**src/hw/rtl/kdar_pkg.sv**
```systemverilog
`timescale 1ns / 1ps
// ----------------------------------------------------------------------------
// kdar_pkg
// Shared types, register map and helpers for the key debounce block.
// ----------------------------------------------------------------------------
package kdar_pkg;

    localparam int TimeW  = 32;
    localparam int MsW    = 16;
    localparam int KeyW   = 4;
    localparam int ActW   = 3;
    localparam int AddrW  = 4;
    localparam int DataW  = 32;

    localparam logic [MsW-1:0] DebounceRst    = 16'd12;
    localparam logic [MsW-1:0] RepeatDelayRst = 16'd180;
    localparam logic [MsW-1:0] RepeatRateRst  = 16'd55;

    typedef enum logic [ActW-1:0] {
        KEY_NONE   = 3'd0,
        KEY_PREV   = 3'd1,
        KEY_NEXT   = 3'd2,
        KEY_SELECT = 3'd3,
        KEY_BACK   = 3'd4
    } action_t;

    typedef enum logic [1:0] {
        REG_DEBOUNCE     = 2'd0,
        REG_REPEAT_DELAY = 2'd1,
        REG_REPEAT_RATE  = 2'd2
    } reg_idx_t;

    typedef struct packed {
        logic [MsW-1:0] db_ms;
        logic [MsW-1:0] delay_ms;
        logic [MsW-1:0] rate_ms;
    } cfg_t;

    // lowest set bit wins: up, down, select, back
    function automatic action_t encode_pressed(input logic [KeyW-1:0] bits);
        action_t act;
        if (bits[0])
        begin
            act = KEY_PREV;
        end
        else if (bits[1])
        begin
            act = KEY_NEXT;
        end
        else if (bits[2])
        begin
            act = KEY_SELECT;
        end
        else if (bits[3])
        begin
            act = KEY_BACK;
        end
        else
        begin
            act = KEY_NONE;
        end
        return act;
    endfunction

endpackage

```
**src/hw/rtl/kdar_cfg.sv**
```systemverilog
`timescale 1ns / 1ps
// ----------------------------------------------------------------------------
// kdar_cfg
// APB register file holding the debounce and repeat timing settings.
// ----------------------------------------------------------------------------
module kdar_cfg
(
    input  logic                       clk,
    input  logic                       rst_n,
    input  logic                       psel,
    input  logic                       penable,
    input  logic                       pwrite,
    input  logic [kdar_pkg::AddrW-1:0] paddr,
    input  logic [kdar_pkg::DataW-1:0] pwdata,
    output logic [kdar_pkg::DataW-1:0] prdata,
    output logic                       pready,
    output kdar_pkg::cfg_t             cfg
);
    import kdar_pkg::*;

    cfg_t     cfg_reg;
    logic     wr_en;
    reg_idx_t idx;

    assign pready = 1'b1;
    assign wr_en  = psel & penable & pwrite;
    assign idx    = reg_idx_t'(paddr[AddrW-1:2]);
    assign cfg    = cfg_reg;

    // register writes, unmapped index ignored
    always_ff @(posedge clk or negedge rst_n)
    begin
        if (!rst_n)
        begin
            cfg_reg.db_ms    <= DebounceRst;
            cfg_reg.delay_ms <= RepeatDelayRst;
            cfg_reg.rate_ms  <= RepeatRateRst;
        end
        else if (wr_en)
        begin
            case (idx)
                REG_DEBOUNCE:     cfg_reg.db_ms    <= pwdata[MsW-1:0];
                REG_REPEAT_DELAY: cfg_reg.delay_ms <= pwdata[MsW-1:0];
                REG_REPEAT_RATE:  cfg_reg.rate_ms  <= pwdata[MsW-1:0];
                default:          ;
            endcase
        end
    end

    // read mux
    always_comb
    begin
        case (idx)
            REG_DEBOUNCE:     prdata = {{(DataW-MsW){1'b0}}, cfg_reg.db_ms};
            REG_REPEAT_DELAY: prdata = {{(DataW-MsW){1'b0}}, cfg_reg.delay_ms};
            REG_REPEAT_RATE:  prdata = {{(DataW-MsW){1'b0}}, cfg_reg.rate_ms};
            default:          prdata = '0;
        endcase
    end

endmodule

```
**src/hw/rtl/kdar_core.sv**
```systemverilog
`timescale 1ns / 1ps
// ----------------------------------------------------------------------------
// kdar_core
// Debounce and auto-repeat decision with its timing state, one poll per cycle while en is high.
// ----------------------------------------------------------------------------
module kdar_core
(
    input  logic                        clk,
    input  logic                        rst_n,
    input  logic                        en,
    input  logic [kdar_pkg::TimeW-1:0]  now_ms,
    input  logic [kdar_pkg::KeyW-1:0]   pressed,
    input  kdar_pkg::cfg_t              cfg,
    output kdar_pkg::action_t           action
);
    import kdar_pkg::*;

    action_t           stable_reg,      stable_next;
    logic [TimeW-1:0]  last_change_reg, last_change_next;
    logic [TimeW-1:0]  press_start_reg, press_start_next;
    logic [TimeW-1:0]  last_rep_reg,    last_rep_next;

    action_t           raw;
    logic [TimeW-1:0]  dt_change;
    logic [TimeW-1:0]  dt_press;
    logic [TimeW-1:0]  dt_rep;
    logic              debounce_ok;
    logic              repeat_due;

    // raw action and wrapped time differences
    assign raw         = encode_pressed(pressed);
    assign dt_change   = now_ms - last_change_reg;
    assign dt_press    = now_ms - press_start_reg;
    assign dt_rep      = now_ms - last_rep_reg;
    assign debounce_ok = dt_change >= {{(TimeW-MsW){1'b0}}, cfg.db_ms};
    assign repeat_due  = (dt_press >= {{(TimeW-MsW){1'b0}}, cfg.delay_ms}) &&
                         (dt_rep   >= {{(TimeW-MsW){1'b0}}, cfg.rate_ms});

    // next state and reported action
    always_comb
    begin
        stable_next      = stable_reg;
        last_change_next = last_change_reg;
        press_start_next = press_start_reg;
        last_rep_next    = last_rep_reg;
        action           = KEY_NONE;
        if (raw != stable_reg)
        begin
            if (debounce_ok)
            begin
                stable_next      = raw;
                last_change_next = now_ms;
                if (raw != KEY_NONE)
                begin
                    press_start_next = now_ms;
                    last_rep_next    = now_ms;
                    action           = raw;
                end
                else
                begin
                    press_start_next = '0;
                    last_rep_next    = '0;
                end
            end
        end
        else if ((stable_reg == KEY_PREV || stable_reg == KEY_NEXT) && repeat_due)
        begin
            last_rep_next = now_ms;
            action        = stable_reg;
        end
    end

    // state update, only on a poll that moves to the result stage
    always_ff @(posedge clk or negedge rst_n)
    begin
        if (!rst_n)
        begin
            stable_reg      <= KEY_NONE;
            last_change_reg <= '0;
            press_start_reg <= '0;
            last_rep_reg    <= '0;
        end
        else if (en)
        begin
            stable_reg      <= stable_next;
            last_change_reg <= last_change_next;
            press_start_reg <= press_start_next;
            last_rep_reg    <= last_rep_next;
        end
    end

`ifndef SYNTHESIS
    // released key leaves the repeat timers cleared
    a_idle_timers_clear: assert property (@(posedge clk) disable iff (!rst_n)
        stable_reg == KEY_NONE |-> press_start_reg == '0 && last_rep_reg == '0)
        else $error("timers not cleared while no key is stable");

    // repeat timer never runs ahead of the press start on a new press
    a_press_sets_timers: assert property (@(posedge clk) disable iff (!rst_n)
        en && raw != stable_reg && debounce_ok && raw != KEY_NONE |=>
        press_start_reg == last_rep_reg && last_change_reg == press_start_reg)
        else $error("new press did not restart timers");

    // state frozen when no poll advances
    a_state_hold: assert property (@(posedge clk) disable iff (!rst_n)
        !en |=> $stable(stable_reg) && $stable(last_change_reg))
        else $error("state changed without a poll");
`endif

endmodule

```
**src/hw/rtl/key_debounce_auto_repeat.sv**
```systemverilog
`timescale 1ns / 1ps
// A poll is held in the input register and its action is registered in the result register.
// Throughput: one poll per cycle while in_stall is low; the state update from input register
//   to result register is a single pass of three 32-bit subtract-compares and a priority encoder.
// Reset: rst_n is asynchronous and active low; timing registers return to 12, 180 and 55 ms,
//   the stable action to none and all timestamps to zero; both stages empty.
// ----------------------------------------------------------------------------
// key_debounce_auto_repeat
// Button debounce with auto-repeat for prev and next, APB-configured timing.
// ----------------------------------------------------------------------------
module key_debounce_auto_repeat
(
    input  logic                       clk,
    input  logic                       rst_n,
    // poll requests
    input  logic                       in_valid,
    output logic                       in_stall,
    input  logic [kdar_pkg::TimeW-1:0] now_ms,
    input  logic [kdar_pkg::KeyW-1:0]  pressed,
    // action results
    output logic                       out_valid,
    input  logic                       out_stall,
    output logic [kdar_pkg::ActW-1:0]  action,
    // configuration
    input  logic                       psel,
    input  logic                       penable,
    input  logic                       pwrite,
    input  logic [kdar_pkg::AddrW-1:0] paddr,
    input  logic [kdar_pkg::DataW-1:0] pwdata,
    output logic [kdar_pkg::DataW-1:0] prdata,
    output logic                       pready
);
    import kdar_pkg::*;

    cfg_t             cfg;
    logic             in_full_reg, in_full_next;
    logic [TimeW-1:0] now_reg;
    logic [KeyW-1:0]  pressed_reg;
    logic             out_valid_reg, out_valid_next;
    action_t          action_reg;
    action_t          core_action;
    logic             advance;
    logic             in_take;

    kdar_cfg u_cfg
    (
        .clk     (clk),
        .rst_n   (rst_n),
        .psel    (psel),
        .penable (penable),
        .pwrite  (pwrite),
        .paddr   (paddr),
        .pwdata  (pwdata),
        .prdata  (prdata),
        .pready  (pready),
        .cfg     (cfg)
    );

    kdar_core u_core
    (
        .clk     (clk),
        .rst_n   (rst_n),
        .en      (advance),
        .now_ms  (now_reg),
        .pressed (pressed_reg),
        .cfg     (cfg),
        .action  (core_action)
    );

    // handshake between the two stages
    assign advance        = in_full_reg && (!out_valid_reg || !out_stall);
    assign in_stall       = in_full_reg && !advance;
    assign in_take        = in_valid && !in_stall;
    assign in_full_next   = in_take || (in_full_reg && !advance);
    assign out_valid_next = advance || (out_valid_reg && out_stall);

    // control flops
    always_ff @(posedge clk or negedge rst_n)
    begin
        if (!rst_n)
        begin
            in_full_reg   <= 1'b0;
            out_valid_reg <= 1'b0;
        end
        else
        begin
            in_full_reg   <= in_full_next;
            out_valid_reg <= out_valid_next;
        end
    end

    // input payload register
    always_ff @(posedge clk)
    begin
        if (in_take)
        begin
            now_reg     <= now_ms;
            pressed_reg <= pressed;
        end
    end

    // result register
    always_ff @(posedge clk)
    begin
        if (advance)
        begin
            action_reg <= core_action;
        end
    end

    assign out_valid = out_valid_reg;
    assign action    = action_reg;

`ifndef SYNTHESIS
    // a poll leaving the input register always lands in the result register
    a_advance_fills_out: assert property (@(posedge clk) disable iff (!rst_n)
        advance |=> out_valid_reg)
        else $error("result register empty after advance");

    // stall only with a held poll that cannot move on
    a_stall_only_full: assert property (@(posedge clk) disable iff (!rst_n)
        in_stall |-> in_full_reg && out_valid_reg && out_stall)
        else $error("input stalled without backpressure");

    // reported action is always a defined code
    a_action_legal: assert property (@(posedge clk) disable iff (!rst_n)
        out_valid_reg |-> action_reg == KEY_NONE || action_reg == KEY_PREV ||
        action_reg == KEY_NEXT || action_reg == KEY_SELECT || action_reg == KEY_BACK)
        else $error("illegal action code");
`endif

endmodule
```
**config.mk**
```make
export PLATFORM = sky130hd
export DESIGN_NAME = key_debounce_auto_repeat
export DESIGN_NICKNAME = d
export VERILOG_FILES = /design/src/hw/rtl/kdar_pkg.sv /design/src/hw/rtl/kdar_cfg.sv /design/src/hw/rtl/kdar_core.sv /design/src/hw/rtl/key_debounce_auto_repeat.sv
export SDC_FILE = /design/constraint.sdc
export NUM_CORES = 1
export LEC_CHECK = 0
export ABC_AREA = 1
export BUFFER_PORTS_ARGS = -buffer_cell sky130_fd_sc_hd__buf_2
export CORE_UTILIZATION = 27
export DETAILED_ROUTE_END_ITERATION = 10
export PLACE_DENSITY = 0.39
export REMOVE_ABC_BUFFERS = 1
export SLEW_MARGIN = 10
export SYNTH_ARGS = -nofsm -noshare
export SYNTH_HDL_FRONTEND = slang
export SYNTH_SLANG_ARGS = --single-unit
```
**constraint.sdc**
```tcl
create_clock -name clk -period 7.35 [get_ports clk]
set_input_delay 0.3675 -clock clk [delete_from_list [all_inputs] [get_ports clk]]
set_output_delay 0.3675 -clock clk [all_outputs]
set_load 0.01 [all_outputs]
```
==> results_dict.tcl, run 1 <==
set metrics [dict create \
    status "finished with violations" \
    violations "DRC" \
    drt_iter0_drc 857 \
    synthesis.area_um2 16300 \
    initial_core_util_pct 27.5 \
    p_comb_share_pct 61.7 \
    dp_hpwl_um 46000 \
    cp.required_ps 7800 \
    synthXorXnorAreaFrac_pct 2.58 \
    holdCritPathClass "primary input to flop" \
    critical_path_buf_inv_count 2 \
    power_density_nw_per_um2 365 \
    clk_latency_ps 510 \
    clockBufferDepth 2 \
    fin_cells 3426 \
    synth_compound_area_share_pct 8.17 \
    cts_root_buf "clkbuf_16" \
    worstSetupEndpoint "u_core.last_rep_reg[9]" \
    use_met2_pct 29.1 \
    synthMuxAreaShare_pct 0 \
    synth_warnings 0 \
    vias_per_cell 4.48 \
    synth_area_leaders "nand2_1 22%, dfrtp_1 21%, inv_1 12%, ha_1 11%, edfxtp_1 7.2%" \
    syn_to_final_growth_pct 11.0 \
    seq_area_frac_synth_pct 30.2 \
    p_switching_w 0.00337 \
    syn_inst 2574 \
    place_ws_ps 1730 \
    critPathMaxFanout 33 \
    core_um2 59200 \
    yosysMostFrequentCell "nand2_1" \
    cp-end-kind "flop" \
    antennaDiodeCount 0 \
    cts_setup_buffers 0 \
    path_clk_slew_ps 90 \
    crit_family "simple AND/OR/NAND/NOR gates" \
    drcViolationCount 1 \
    slowest_delay_ps 1200 \
    cts.sinks 188 \
    synthSimpleGateAreaFrac_pct 33.3 \
    min_period_ps 5450 \
    seq_power_share_pct 23.9 \
    cellLeakagePower_nw 10.1 \
    reg2reg_from "now_reg[1]" \
    setup_viol 0 \
    p_clk_share_pct 14.5 \
    slew_viol_final 0 \
    crit_chain "inv_1, fa_1, inv_1, nand3_1, nand3_1, nand2_1, nand2_1, xor2_1, ha_1, a21oi_1, o31a_1, a21oi_1, nor2_1, nand3_1, nor2_1, nand2_1, nand4_2, nand2_1, nand2_1, nand2_1" \
    ys_async_sr_fraction_pct 79.3 \
    switching_share_pct 51.2 \
    wl_per_cell_um 16.2 \
    grtUsageMet1_pct 26.7 \
    finalNetCount 2863 \
    r2r-end "u_core.last_rep_reg[9]" \
    drive_above_1_share_pct 5.20 \
    fin_area_um2 18100 \
    crit_cells 20 \
    largest_reg_flops 48 \
    timing.slew.headroom_pct 23.4 \
    regToRegSetupSlack_ps 1900 \
    arrival_ps 5900 \
    crit_path_start_kind "flop" \
    worst_r2r_path_depth 20 \
    top_usage_layer "met2" \
    worst_path_max_delay_cell "nand2_1" \
    rows 89 \
    gr-total-overflow 0 \
    synth.top_cell.area_share_pct 21.6 \
    grt_pass1_wl_um 85400 \
    gp_congestion 0.903 \
    hold_violations 0 \
    io_pins 117 \
    hold_buffers 7 \
    synth_common_cells "937 x nand2_1, 531 x inv_1, 208 x nor2_1" \
    cts_resized 0 \
    cts_tree "done" \
    cap_viol_max_count 0 \
    antenna_found_initial 0 \
    max_freq_mhz 183 \
    crit_top_cell "nand2_1" \
    layout_setup_ws_ps 1900 \
    cts_max_level 4 \
    ys_types 39 \
    synth-edff-count 39 \
    finalCritPeriodShare_pct 74.2 \
    worstMarginPinSlew_ps 1150 \
    skew_ps 20.9 \
    place_inst 3387 \
    peakVddDrop_v 0.000192 \
    synth_ff_type "dfrtp_1" \
    power_w 0.00659 \
    grtUsageTotal_pct 18.6 \
    grt_use_met3_pct 2.04 \
    p_int_w 0.00322 \
    crit_path_start "now_reg[1]" \
    die_h_um 247 \
    die_width_um 247 \
    grt_start_max_net_pins 167 \
    wl_um 55500 \
    ant_nets 0 \
    yosys.area.top_type "nand2_1" \
    synth_top_family_by_area "simple AND/OR/NAND/NOR gates" \
    cts_buffers 17 \
    crit_type "flop to flop" \
    numPortBuffers 81 \
    drt-pass1-iter-count 10 \
    die_area_um2 61200 \
    rsz0062_at_grt "false" \
    synth.avg_cell_area_um2 6.32 \
    vias 15358 \
    grt_pass1_vias 14994 \
    synth_fa_ha_area_share_pct 11.2 \
    synth_seq_cells 188 \
    dpl-instance-area_um2 17400 \
]
## worst register-to-register path: cells and delay by family (launching register included)
family          cells  cell delay, ps
simple gates       12            3070
xor+xnor            1             190
compound gates      3             480
flops               1             600
buf+inv             2             380
fa+ha+maj           2             680
## how the worst min path moves through the flow
stage / from / endpoint / slack (ps) / cells past startpoint
6_report: now_ms[6] / now_reg[6] / 30 / 1
5_1_grt: pressed[2] / pressed_reg[2] / 10 / 1
4_1_cts: now_ms[3] / now_reg[3] / 0.7 / 1
3_5_place_dp: u_cfg.cfg[14] / u_cfg.cfg[14] / 470 / 2
3_3_place_gp: u_core.press_start_reg[15] / u_core.press_start_reg[15] / 470 / 2
2_1_floorplan: rst_n / in_full_reg / 70 / 0
## power by group through the flow
stage	combinational (W)	sequential [W]	clock, W
2_1_floorplan	0.00296	0.00151	0
3_5_place_dp	0.00409	0.00159	0
4_1_cts	0.00411	0.00157	0.000991
5_1_grt	0.00470	0.00161	0.00102
6_report	0.00406	0.00157	0.000952
3_3_place_gp	0.00405	0.00159	0
## metrics by stage
step | hold WS [ps] | util, % | TNS [ps]
after detailed placement | 473 | 29.4 | 0
after CTS | 0.652 | 30.5 | 0
after floorplan | 71.9 | - | -4000
final | 32.6 | 30.5 | 0
after global placement | 468 | 29.4 | 0
after global routing | 12.8 | 30.5 | 0
## layout make-up
cell class              instances  area, µm²
multi-input cells            1807       9070
inverters                     533       2000
clock buffers                  18        429
flip-flops and latches        188       4910
well taps                     773        967
repair buffers                 93        532
clock inverters                14        146
fillers                      6703      41200
## layout by cell type, fill, tap and decap left out, types with 4 or more instances in the layout
cell             n
nand2_1        937
inv_1          530
nor2_1         207
ha_1           141
dfrtp_1        138
nand3_1        136
o21ai_0         91
buf_2           80
a21oi_1         79
xor2_1          45
o21ai_1         43
edfxtp_1        39
nor3_1          24
nand4_1         22
conb_1          17
clkbuf_16       17
o221ai_1        15
dfstp_2         11
nand3b_1         9
o21bai_1         9
dlygate4sd3_1    7
and3_1           5
inv_6            4
buf_4            4
## per-layer routing
layer  wire length, µm  part of all wire [%]  up-vias
li1                  -                     -     8012
met4              1120                   2.0        0
met1             28500                    51     7066
met2             24300                    44      236
met5                 0                     0        -
met3              1660                   3.0       44
## kinds of logic (layout without fill, tap and decap cells)
logic type	count (synthesis)	count (layout)
AOI/OAI and AO/OA	245	245
xor gates and xnor gates	48	48
adders and majority gates	144	144
buffers and inverters	594	658
DFF	188	188
other	2	17
and+or+nand+nor	1353	1353
Power figures use the tool's default switching activity.
==> run 2: changes to the inputs <==
clock period = 5.25 ns   (was 7.35 ns; I/O delays follow)
==> run 2 against run 1 <==
  * The flow now finishes without violations
  * Combinational power is 43% higher
  * Maximum frequency is 24% higher
  * Power is 42% higher
  * Worst hold slack better by 1.6 ps
  * Sequential share of layout area is 0.68 points lower
  * Worst setup slack worse by 1100 ps
  * Sequential power is 39% higher
  * Die area stayed put
  * Clock-buffer cell count stayed put
  * Critical path depth is 4 higher
  * Critical path type unchanged
  * Critical endpoint is now u_core.last_rep_reg[2]
  * Largest cell class unchanged
==> results_dict.tcl, run 2 (synthesis results as in run 1) <==
set metrics [dict create \
    skew_ps 18.4 \
    slowest_delay_ps 540 \
    crit_chain "inv_1, ha_1, inv_1, fa_1, nand2_1, nand3_1, nand3_1, nand2_1, nand2_1, nand2_1, xor2_1, ha_1, a21oi_1, o21ai_0, o21bai_1, a21oi_1, nand2_1, nor2_1, nand3_1, o21ai_4, nand2_1, buf_4, nand2_1, nand2_1" \
    crit_path_start_kind "flop" \
    cts_resized 0 \
    arrival_ps 4810 \
    die_width_um 247 \
    grt_start_max_net_pins 96 \
    core_um2 59200 \
    antenna_found_initial 0 \
    die_area_um2 61200 \
    clockBufferDepth 2 \
    grt_pass1_vias 15326 \
    numPortBuffers 81 \
    initial_core_util_pct 27.5 \
    cts_max_level 4 \
    setup_viol 0 \
    drcViolationCount 0 \
    cp.required_ps 5660 \
    peakVddDrop_v 0.000264 \
    crit_type "flop to flop" \
    cellLeakagePower_nw 10.3 \
    hold_violations 0 \
    vias 15454 \
    drive_above_1_share_pct 5.63 \
    power_w 0.00934 \
    maxUsedRoutingLayer "met4" \
    grt_pass1_wl_um 87600 \
    power_density_nw_per_um2 504 \
    ant_nets 0 \
    grtUsageTotal_pct 19.0 \
    drt_iter0_drc 931 \
    cts_root_buf "clkbuf_16" \
    fin_hold_ws_ps 34.2 \
    wl_per_cell_um 16.0 \
    fin_cells 3474 \
    place_inst 3401 \
    gp_congestion 0.888 \
    holdCritPathClass "primary input to flop" \
    rows 89 \
    min_period_ps 4410 \
    die_h_um 247 \
    slew_viol_final 0 \
    critPathMaxFanout 32 \
    antennaDiodeCount 0 \
    path_clk_slew_ps 80 \
    cts_buffers 17 \
    vias_per_cell 4.45 \
    rsz0062_at_grt "false" \
    drt-pass1-iter-count 7 \
    dp_hpwl_um 46500 \
    final_common_cell "nand2_1" \
    cp-end-kind "flop" \
    final_cell_mix "937 x nand2_1, 530 x inv_1, 207 x nor2_1" \
    cts_tree "done" \
    dr_wl_met2_um 24600 \
    io_pins 117 \
    finalNetCount 2911 \
    clk_latency_ps 510 \
    cts.sinks 188 \
    wl_met3_um 1560 \
    wl_met1_um 28500 \
    fin_area_um2 18500 \
    largest_reg_flops 48 \
    timing.slew.headroom_pct 25.8 \
    cap_viol_max_count 0 \
    status "completed" \
    crit_top_cell "nand2_1" \
    worstMarginPinSlew_ps 1110 \
    wl_um 55700 \
    finalCritPeriodShare_pct 83.9 \
    gr-total-overflow 0 \
    dpl-instance-area_um2 17500 \
    max_freq_mhz 227 \
    worst_path_max_delay_cell "o21ai_4" \
    syn_to_final_growth_pct 13.8 \
]
run 2: cell types whose count changed in the layout (fill, tap and decap cells not counted):
cell and delta:
buf_12 +1, buf_4 +13, clkinv_4 -1, clkinv_8 +1, dlygate4sd3_1 +34, inv_12 -1, inv_8 +1
run 2: path summary, 6_finish.rpt:
kind / startpoint / end / slack [ps] / cells after the start
max: now_reg[0] / u_core.last_rep_reg[2] / 840 / 24
min: pwdata[7] / u_cfg.cfg[23] / 30 / 3
max reg2reg: now_reg[0] / u_core.last_rep_reg[2] / 840 / 24
min reg2reg: u_core.last_change_reg[24] / u_core.last_change_reg[24] / 490 / 2
max in group asynchronous: rst_n / u_cfg.cfg[14] / 3520 / 3
min in group asynchronous: rst_n / u_core.last_change_reg[2] / 390 / 2
run 2: worst max-delay path, delay by kind of cell, from the launching register on:
kind | cells | cell delay, ps
simple gates | 12 | 1250
fa+ha+maj | 3 | 850
xor+xnor | 1 | 160
compound gates | 5 | 1090
buf+inv | 3 | 540
flops | 1 | 390
run 2: where the power goes:
part / switching, W / internal, W / total [W]
combinational: 0.00379 / 0.00201 / 0.00580
clock: 0.000712 / 0.000634 / 0.00135
sequential: 0.000289 / 0.00191 / 0.00219
total: 0.00479 / 0.00455 / 0.00934
run 2: per-stage QoR:
step	TNS [ps]	utilization [%]	setup slack, ps
floorplan	-118290	-	-2230
global placement	0	29.6	812
detailed placement	0	29.6	743
CTS	0	31.3	726
global route	0	31.3	336
finish	0	31.3	843
run 2: repair_timing:
item,in CTS,in global routing
hold buffers,41,0
endpoints found under the setup margin,0,0
buffers inserted,0,0
hold endpoints to repair,136,0
run 2: area by class of cell:
| class | instances | area [µm²] |
|---|---|---|
| timing repair buffer | 141 | 990 |
| tap | 773 | 967 |
| fill | 6644 | 40700 |
| sequential | 188 | 4910 |
| clock inverter | 14 | 149 |
| inverter | 533 | 2000 |
| clock buffer | 18 | 429 |
| multi-input combinational | 1807 | 9070 |
run 2: per-layer routing:
layer	vias up	global-route usage, %
met5	-	0
met4	0	5.63
met3	44	2.24
met2	204	30.0
met1	7104	27.1
li1	8102	-
==> run 3: changes to the inputs <==
clock period = 4.33 ns   (was 5.25 ns; I/O delays follow)
==> run 3 against run 2 <==
  * The flow now finishes with violations (DRC)
  * Register-to-register slack got worse by 520 ps
  * Clock-buffer cell count decreased by 1
  * Sequential share of layout area decreased by 0.66 points
  * Non-clock buffer count increased by 41
  * Power increased by 23%
  * Worst hold slack improved by 12 ps
  * Largest power group unchanged
==> results_dict.tcl, run 3 (synthesis results as in run 1) <==
set metrics [dict create \
    gp_congestion 0.902 \
    power_density_nw_per_um2 606 \
    crit_type "flop to flop" \
    finalNetCount 2952 \
    drt_iter0_drc 862 \
    switching_share_pct 50.6 \
    cts_tree "done" \
    drcViolationCount 2 \
    clockBufferDepth 2 \
    wl_per_cell_um 16.2 \
    regArea_um2 4910 \
    grtUsageTotal_pct 19.3 \
    cp-end-kind "flop" \
    setup_viol 0 \
    p_comb_share_pct 62.7 \
    die_h_um 247 \
    cap_viol_max_count 0 \
    vias 15682 \
    slowest_delay_ps 560 \
    grt_start_max_net_pins 82 \
    grt_pass1_vias 15332 \
    min_period_ps 4010 \
    die_width_um 247 \
    cts_buffers 17 \
    finalCritPeriodShare_pct 92.5 \
    p_switching_w 0.00582 \
    clk_latency_ps 510 \
    vias_per_cell 4.46 \
    seq_power_share_pct 23.1 \
    power_w 0.0115 \
    cts_root_buf "clkbuf_16" \
    status "finished with violations" \
    core_um2 59200 \
    rows 89 \
    dpl-instance-area_um2 17800 \
    crit_chain "ha_4, nand2_1, nor2_1, and3_1, nand2_1, nand2_1, xor2_1, ha_1, nand2_1, o21ai_0, o21bai_1, a21oi_1, nand2_1, nor2_1, nand3_2, o21ai_4, buf_12, buf_12, o21ai_0" \
    worstMarginPinSlew_ps 1130 \
    cp.required_ps 4700 \
    crit_top_cell "nand2_1" \
    holdCritPathClass "primary input to flop" \
    fillCellCount 6589 \
    syn_to_final_growth_pct 16.7 \
    cts.sinks 188 \
    crit_path_start_kind "flop" \
    antennaDiodeCount 0 \
    worst_path_max_delay_cell "edfxtp_1" \
    critPathMaxFanout 38 \
    grt_pass1_wl_um 88100 \
    final_cell_mix "935 x nand2_1, 529 x inv_1, 204 x nor2_1" \
    place_inst 3423 \
    final_common_cell "nand2_1" \
    multi_input_area_um2 9130 \
    cts_max_level 4 \
    dp_hpwl_um 47600 \
    numPortBuffers 81 \
    p_int_w 0.00569 \
    p_clk_share_pct 14.2 \
    arrival_ps 4380 \
    path_clk_slew_ps 80 \
    drive_above_1_share_pct 7.26 \
    violations "DRC" \
    max_freq_mhz 250 \
    tns_ps 0 \
    hold_violations 0 \
    die_area_um2 61200 \
    ant_nets 0 \
    largest_reg_flops 48 \
    peakVddDrop_v 0.000379 \
    gr-total-overflow 0 \
    drt-pass1-iter-count 8 \
    slew_viol_final 0 \
    antenna_found_initial 0 \
    fin_area_um2 19000 \
    wl_um 57100 \
    final_core_util_pct 32.0 \
    timing.slew.headroom_pct 24.4 \
    fin_cells 3514 \
    cellLeakagePower_nw 10.6 \
    io_pins 117 \
    skew_ps 15.9 \
    initial_core_util_pct 27.5 \
]
run 3: layout make-up:
cell class              instances  area share [%]
repair buffers                182            7.39
clock inverters                14           0.771
inverters                     533            10.5
flip-flops and latches        188            25.9
well taps                     773            5.09
clock buffers                  17            2.24
multi-input cells            1807            48.1
run 3: critical path, delay by kind of cell, from the launching register on:
family | cells | cell delay, ps
compound gates | 5 | 800
xor+xnor | 1 | 190
simple gates | 9 | 1250
buf+inv | 2 | 400
fa+ha+maj | 2 | 620
flops | 1 | 560
run 3: worst paths after layout:
check,from,endpoint,slack (ps),cells after the start
worst min-delay path,pwdata[14],u_cfg.cfg[14],50,3
min in group asynchronous,rst_n,u_core.last_change_reg[1],280,2
worst max-delay path,now_reg[11],u_core.press_start_reg[29],320,19
worst min register to register,u_core.last_change_reg[25],u_core.last_change_reg[25],490,2
worst max register to register,now_reg[11],u_core.press_start_reg[29],320,19
max in group asynchronous,rst_n,u_core.press_start_reg[30],3110,3
run 3: power groups by stage:
stage | logic, W | clock network, W | registers (W)
after floorplan | 0.00502 | 0 | 0.00256
after global placement | 0.00711 | 0 | 0.00268
after detailed placement | 0.00715 | 0 | 0.00270
after CTS | 0.00723 | 0.00172 | 0.00267
after global routing | 0.00833 | 0.00175 | 0.00272
final | 0.00721 | 0.00164 | 0.00266
run 3: per-layer routing:
| metal | global-route usage (%) | up-vias | wire, µm |
|---|---|---|---|
| met2 | 30.3 | 242 | 25100 |
| met4 | 6.69 | 0 | 1270 |
| met1 | 27.3 | 7190 | 29200 |
| met5 | 0 | - | 0 |
| met3 | 1.96 | 58 | 1430 |
| li1 | - | 8192 | - |
run 3: what timing repair did:
item / in CTS / in global routing
endpoints found under the setup margin: 0 / 98
resized for setup: 0 / 20
endpoints found under the hold margin: 132 / 0
buffers inserted: 0 / 8
hold buffers: 52 / 0
run 3: metrics by stage:
stage	setup slack, ps	hold slack [ps]
5_1_grt	-2.22	48.8
2_1_floorplan	-3150	-79.1
6_report	324	46.7
3_3_place_gp	131	272
4_1_cts	44.3	0.435
3_5_place_dp	88.1	274
